`src/design/bpcr_pkg.sv`:
```
// ---------------------------------------------------------------------------
// bpcr_pkg
// Shared types and constants of the bus pin capture ring.
// ---------------------------------------------------------------------------
`default_nettype none

package bpcr_pkg;

   localparam int PIN_W = 40;

   localparam logic [2:0] OPC_CAPTURE = 3'd0;
   localparam logic [2:0] OPC_DRAIN   = 3'd1;
   localparam logic [2:0] OPC_POP     = 3'd2;
   localparam logic [2:0] OPC_TICK    = 3'd3;
   localparam logic [2:0] OPC_FLUSH   = 3'd4;

   localparam int PIN_ADDR_LO = 8;
   localparam int PIN_ADDR_HI = 21;
   localparam int PIN_DATA    = 25;
   localparam int PIN_PHI2    = 36;
   localparam int PIN_SYNC    = 6;
   localparam int PIN_RW      = 33;
   localparam int PIN_VP      = 0;
   localparam int PIN_ML      = 4;
   localparam int PIN_IRQ     = 3;
   localparam int PIN_NMI     = 5;
   localparam int PIN_RES     = 39;

   localparam int FLAG_PHI2 = 0;
   localparam int FLAG_SYNC = 1;
   localparam int FLAG_RES  = 7;

   localparam logic       CSR_MAX_BACKLOG   = 1'b0;
   localparam logic [7:0] MAX_BACKLOG_RESET = 8'd32;

   typedef enum logic [5:0] {
      CMD_CAPTURE = 6'b000001,
      CMD_DRAIN   = 6'b000010,
      CMD_POP     = 6'b000100,
      CMD_TICK    = 6'b001000,
      CMD_FLUSH   = 6'b010000,
      CMD_NOP     = 6'b100000
   } cmd_kind_type;

   typedef struct packed {
      logic [15:0] addr;
      logic [7:0]  data;
      logic [7:0]  flags;
   } sample_type;

   typedef struct packed {
      cmd_kind_type kind;
      sample_type   sample;
   } cmd_type;

   typedef struct packed {
      logic empty;
      logic full;
   } queue_status_type;

endpackage

`default_nettype wire

```
`src/design/bpcr_queue.sv`:
```
// ---------------------------------------------------------------------------
// bpcr_queue
// Two-entry command queue between the front and the back.
// ---------------------------------------------------------------------------
`default_nettype none

module bpcr_queue (
   input  logic                       clock,
   input  logic                       reset,
   input  logic                       push,
   input  bpcr_pkg::cmd_type          push_cmd,
   input  logic                       pop,
   output bpcr_pkg::cmd_type          head,
   output bpcr_pkg::queue_status_type status
);
   import bpcr_pkg::*;

   cmd_type    entry_ff [2];
   logic       wr_idx_ff, wr_idx_in;
   logic       rd_idx_ff, rd_idx_in;
   logic [1:0] count_ff, count_in;
   logic       do_push;

   assign status.empty = (count_ff == 2'd0);
   assign status.full  = (count_ff == 2'd2);
   assign do_push      = push && !status.full;
   assign head         = entry_ff[rd_idx_ff];

   always_comb begin
      wr_idx_in = do_push ? !wr_idx_ff : wr_idx_ff;
      rd_idx_in = pop ? !rd_idx_ff : rd_idx_ff;
      count_in  = count_ff;
      if (do_push && !pop) begin
         count_in = count_ff + 2'd1;
      end else if (pop && !do_push) begin
         count_in = count_ff - 2'd1;
      end
   end

   always_ff @(posedge clock) begin
      if (do_push) begin
         entry_ff[wr_idx_ff] <= push_cmd;
      end
      if (reset) begin
         wr_idx_ff <= 1'b0;
         rd_idx_ff <= 1'b0;
         count_ff  <= 2'd0;
      end else begin
         wr_idx_ff <= wr_idx_in;
         rd_idx_ff <= rd_idx_in;
         count_ff  <= count_in;
      end
   end

endmodule

`default_nettype wire

```
`config.mk`:
```
export PLATFORM = sky130hd
export DESIGN_NAME = bpcr_queue
export DESIGN_NICKNAME = d
export VERILOG_FILES = /design/src/design/bpcr_pkg.sv /design/src/design/bpcr_queue.sv
export SDC_FILE = /design/constraint.sdc
export NUM_CORES = 1
export LEC_CHECK = 0
export ABC_AREA = 1
export BUFFER_PORTS_ARGS = -buffer_cell sky130_fd_sc_hd__buf_2
export CAP_MARGIN = 5
export CORE_MARGIN = 2
export CORE_UTILIZATION = 35
export CTS_BUF_LIST = sky130_fd_sc_hd__clkbuf_16
export CTS_CLUSTER_SIZE = 40
export DETAILED_ROUTE_END_ITERATION = 10
export GPL_TIMING_DRIVEN = 0
export PLACE_DENSITY = 0.54
export REMOVE_ABC_BUFFERS = 1
export SYNTH_ARGS = -nofsm -noshare
export SYNTH_HDL_FRONTEND = slang
export SYNTH_SLANG_ARGS = --single-unit
```
`constraint.sdc`:
```
create_clock -name clock -period 2.75 [get_ports clock]
set_input_delay 0 -clock clock [delete_from_list [all_inputs] [get_ports clock]]
set_output_delay 0 -clock clock [all_outputs]
set_load 0.01 [all_outputs]
```
==> flow_summary.toml <==
[sta]
final_max_slew_viol_count = 0
grt_setup_unrepaired = "no"
fmaxAchievable_ghz = 0.572
slew_headroom = 0.602
worst_slew_pin_slew_ns = 0.596
final_min_period_over_clock_period = 0.636
post_route_setup_slack_ns = 1.00
final-setup-viol-count = 0
skew_ns = 0.00366
final-hold-violation-count = 0
fin_crit_ns = 1.75

[floorplan]
core_region_area_um2 = 8590
top_level_port_count = 82
floorplan.die_area_um2 = 9520
rows = 34
initial_core_util = 0.356
chipHeight_um = 97.6
die_x_um = 97.6

[global_routing]
antenna_violations_before_repair = 0
grt_pass1_wl_mm = 8.51
pin_count_of_the_biggest_net_entering_global_routing = 24
global_route.overflow_total = 0
grt_usage = 0.117
first_global_vias = 1820

[detailed_routing]
drtPass1Iterations = 4
drt_wl_total_mm = 5.25
drt-vias-per-instance = 4.40
via_count = 1750
drtIter0Drc = 58
post_drt_antenna_nets = 0
routedWlPerCell_um = 13.2
route.detailed.drc = 0

[critical_path]
regToRegEndpoint = "entry_ff[0][23]$_DFFE_PP_"
reg2regPathDepth = 3
crit_arrival_ns = 1.75
timing.reg2reg.setup_slack_ns = 1.14
critPathMaxFanout = 23
end_kind = "primary output"
crit_required_ns = 2.75
critical_path.cell_chain = "buf_12 > mux2_2 > buf_2"
biggest_cell_delay_along_the_critical_path_ns = 0.64
crit_end = "head[3]"
worst_r2r_startpoint = "count_ff[0]$_SDFFE_PP0P_"
startpoint_type = "flop"
crit_slowest_cell = "sky130_fd_sc_hd__dfxtp_2"
setup.worst_path.class = "reg -> out"

[min_path]
min_path_type = "in -> reg"

[flow_run]
max_cap_violations = 0

[final_layout]
n_antenna_cell = 0
area_delta_synth_final_pct = 43.7
nNetsFinal = 328
layout.core_utilization = 0.512
drive_gt1_frac = 0.486
post_layout_nonfiller_instances = 398
sequential_cell_area_um2 = 2380
number_of_filler_cells_placed_in_the_layout = 745
multi_input_area_um2 = 623

[logic_synthesis]
yosys.cell_count.top_type = "sky130_fd_sc_hd__edfxtp_1"
netlist-cell-type-count = 16
netlist_top_cells_area = "sky130_fd_sc_hd__edfxtp_1 (75%), sky130_fd_sc_hd__mux2_4 (9.8%), sky130_fd_sc_hd__mux2_2 (6.6%)"
netlist_area_um2 = 3060
netlist_top_cells_count = "sky130_fd_sc_hd__edfxtp_1 (76), sky130_fd_sc_hd__mux2_4 (20), sky130_fd_sc_hd__mux2_2 (18)"
count_of_flip_flops_with_a_built_in_enable_after_synthesis = 76
synth_seq_area_share = 0.778
postSynth.asyncResetShare = 0
synth_area_leader_cell = "sky130_fd_sc_hd__edfxtp_1"
post_synth_inst_count = 153
synth_seq_cells = 81
synth_top_area_share = 0.745
main_flop_type_after_synthesis = "sky130_fd_sc_hd__edfxtp_1"
ys.warnings.count = 0
synthesis.area_per_instance_um2 = 20.0

[clock_tree]
cts_tree = "built"
postCtsResizedCells = 0
cts_num_sinks = 81
htree_num_levels = 3
cts_root_buf = "sky130_fd_sc_hd__clkbuf_16"
clk_pin_slew_ns = 0.06
ctsLongestPathBuffers = 2
clock_latency_ns = 0.32
cts-buffers-inserted = 9

[pwr]
power.ir.vdd_worst_mv = 0.382
p_per_area_nw_per_um2 = 747
power.leakage_nw = 1.74

[placed_design]
detailed_place_hpwl_mm = 3.40
buffer_ports.inserted = 81
place_ws_ns = 1.11
place.detailed.instances = 341
place_congestion = 0.647

[outcome]
run_status = "finished clean"
==> cells in the final DEF, fill, tap and decap left out, types with 2 or more instances in the layout <==
master	n
sky130_fd_sc_hd__nor2_1	7
sky130_fd_sc_hd__o21ai_0	2
sky130_fd_sc_hd__edfxtp_1	76
sky130_fd_sc_hd__dfxtp_1	4
sky130_fd_sc_hd__mux2_2	18
sky130_fd_sc_hd__mux2_4	20
sky130_fd_sc_hd__buf_12	2
sky130_fd_sc_hd__clkinv_4	2
sky130_fd_sc_hd__nor2_4	2
sky130_fd_sc_hd__clkbuf_16	9
sky130_fd_sc_hd__dlygate4sd3_1	41
sky130_fd_sc_hd__bufinv_16	3
sky130_fd_sc_hd__buf_2	81
sky130_fd_sc_hd__nand2_1	4
sky130_fd_sc_hd__inv_1	9
==> registers in the layout, summed over array words and instances, names as in the netlist, named ones only <==
register and count:
rd_idx_ff 1, entry_ff 76, wr_idx_ff 1, count_ff 2
==> cell families (layout without fill, tap and decap cells) <==
kind of cell / count (synthesis) / count (layout) / share of synthesized area
AOI/OAI and AO/OA: 4 / 4 / 0.00776
xor gates and xnor gates: 1 / 1 / 0.00286
adders and majority gates: 1 / 1 / 0.00408
buffers and inverters: 13 / 150 / 0.0237
DFF: 81 / 81 / 0.778
muxes: 38 / 38 / 0.164
and+or+nand+nor: 15 / 15 / 0.0196
==> metal layers <==
metal / vias up / global-route usage / share of wire
met4: 0 / 0.0545 / 0.022
li1: 844 / - / -
met1: 839 / 0.130 / 0.40
met3: 9 / 0.0417 / 0.057
met2: 58 / 0.201 / 0.52
met5: - / 0 / 0
==> worst min-delay path by stage <==
stage            startpoint                        end  slack (ns)  depth (start not counted)
3_5_place_dp   push_cmd[26]  entry_ff[1][26]$_DFFE_PP_        0.19                          1
4_1_cts                push     wr_idx_ff$_SDFFE_PP0N_        0.10                          4
6_report               push     wr_idx_ff$_SDFFE_PP0N_        0.11                          4
5_1_grt                push     wr_idx_ff$_SDFFE_PP0N_        0.14                          5
2_1_floorplan         reset                       flop        0.07                          1
3_3_place_gp   push_cmd[24]  entry_ff[1][24]$_DFFE_PP_        0.19                          1
==> final cells by class <==
type / instances / area share
Inverter: 9 / 0.00767
Timing Repair Buffer: 125 / 0.201
Tap cell: 108 / 0.0307
Multi-Input combinational cell: 59 / 0.142
Clock buffer: 9 / 0.0512
Sequential cell: 81 / 0.541
Clock inverter: 7 / 0.0270
==> stage by stage <==
stage / TNS (ns) / total power [mW] / hold WS, ns / cell area, um^2
after global placement: -70.48 / 1.92 / 0.188 / 3560
after CTS: 0 / 3.35 / 0.102 / 4400
after detailed placement: 0 / 1.94 / 0.191 / 3650
final: 0 / 3.29 / 0.110 / 4400
after floorplan: 0 / 1.76 / 0.0724 / 3020
after global routing: 0 / 3.44 / 0.140 / 4400
==> report_power, final <==
part | internal [mW] | switching, mW
clock | 0.886 | 0.455
sequential | 1.47 | 0.0376
combinational | 0.239 | 0.205
total | 2.59 | 0.698
==> what timing repair did <==
| action | in CTS | in global routing |
|---|---|---|
| hold buffers | 41 | 0 |
| hold endpoints to repair | 81 | 0 |
| setup buffers | 0 | 0 |
| setup endpoints to repair | 0 | 0 |
==> critical path: cells and delay by family, from the launching register on <==
kind | cells | cell delay, ns
flops | 1 | 0.64
buf+inv | 2 | 0.40
mux | 1 | 0.36
No activity file was read; power rests on OpenSTA's default activity.
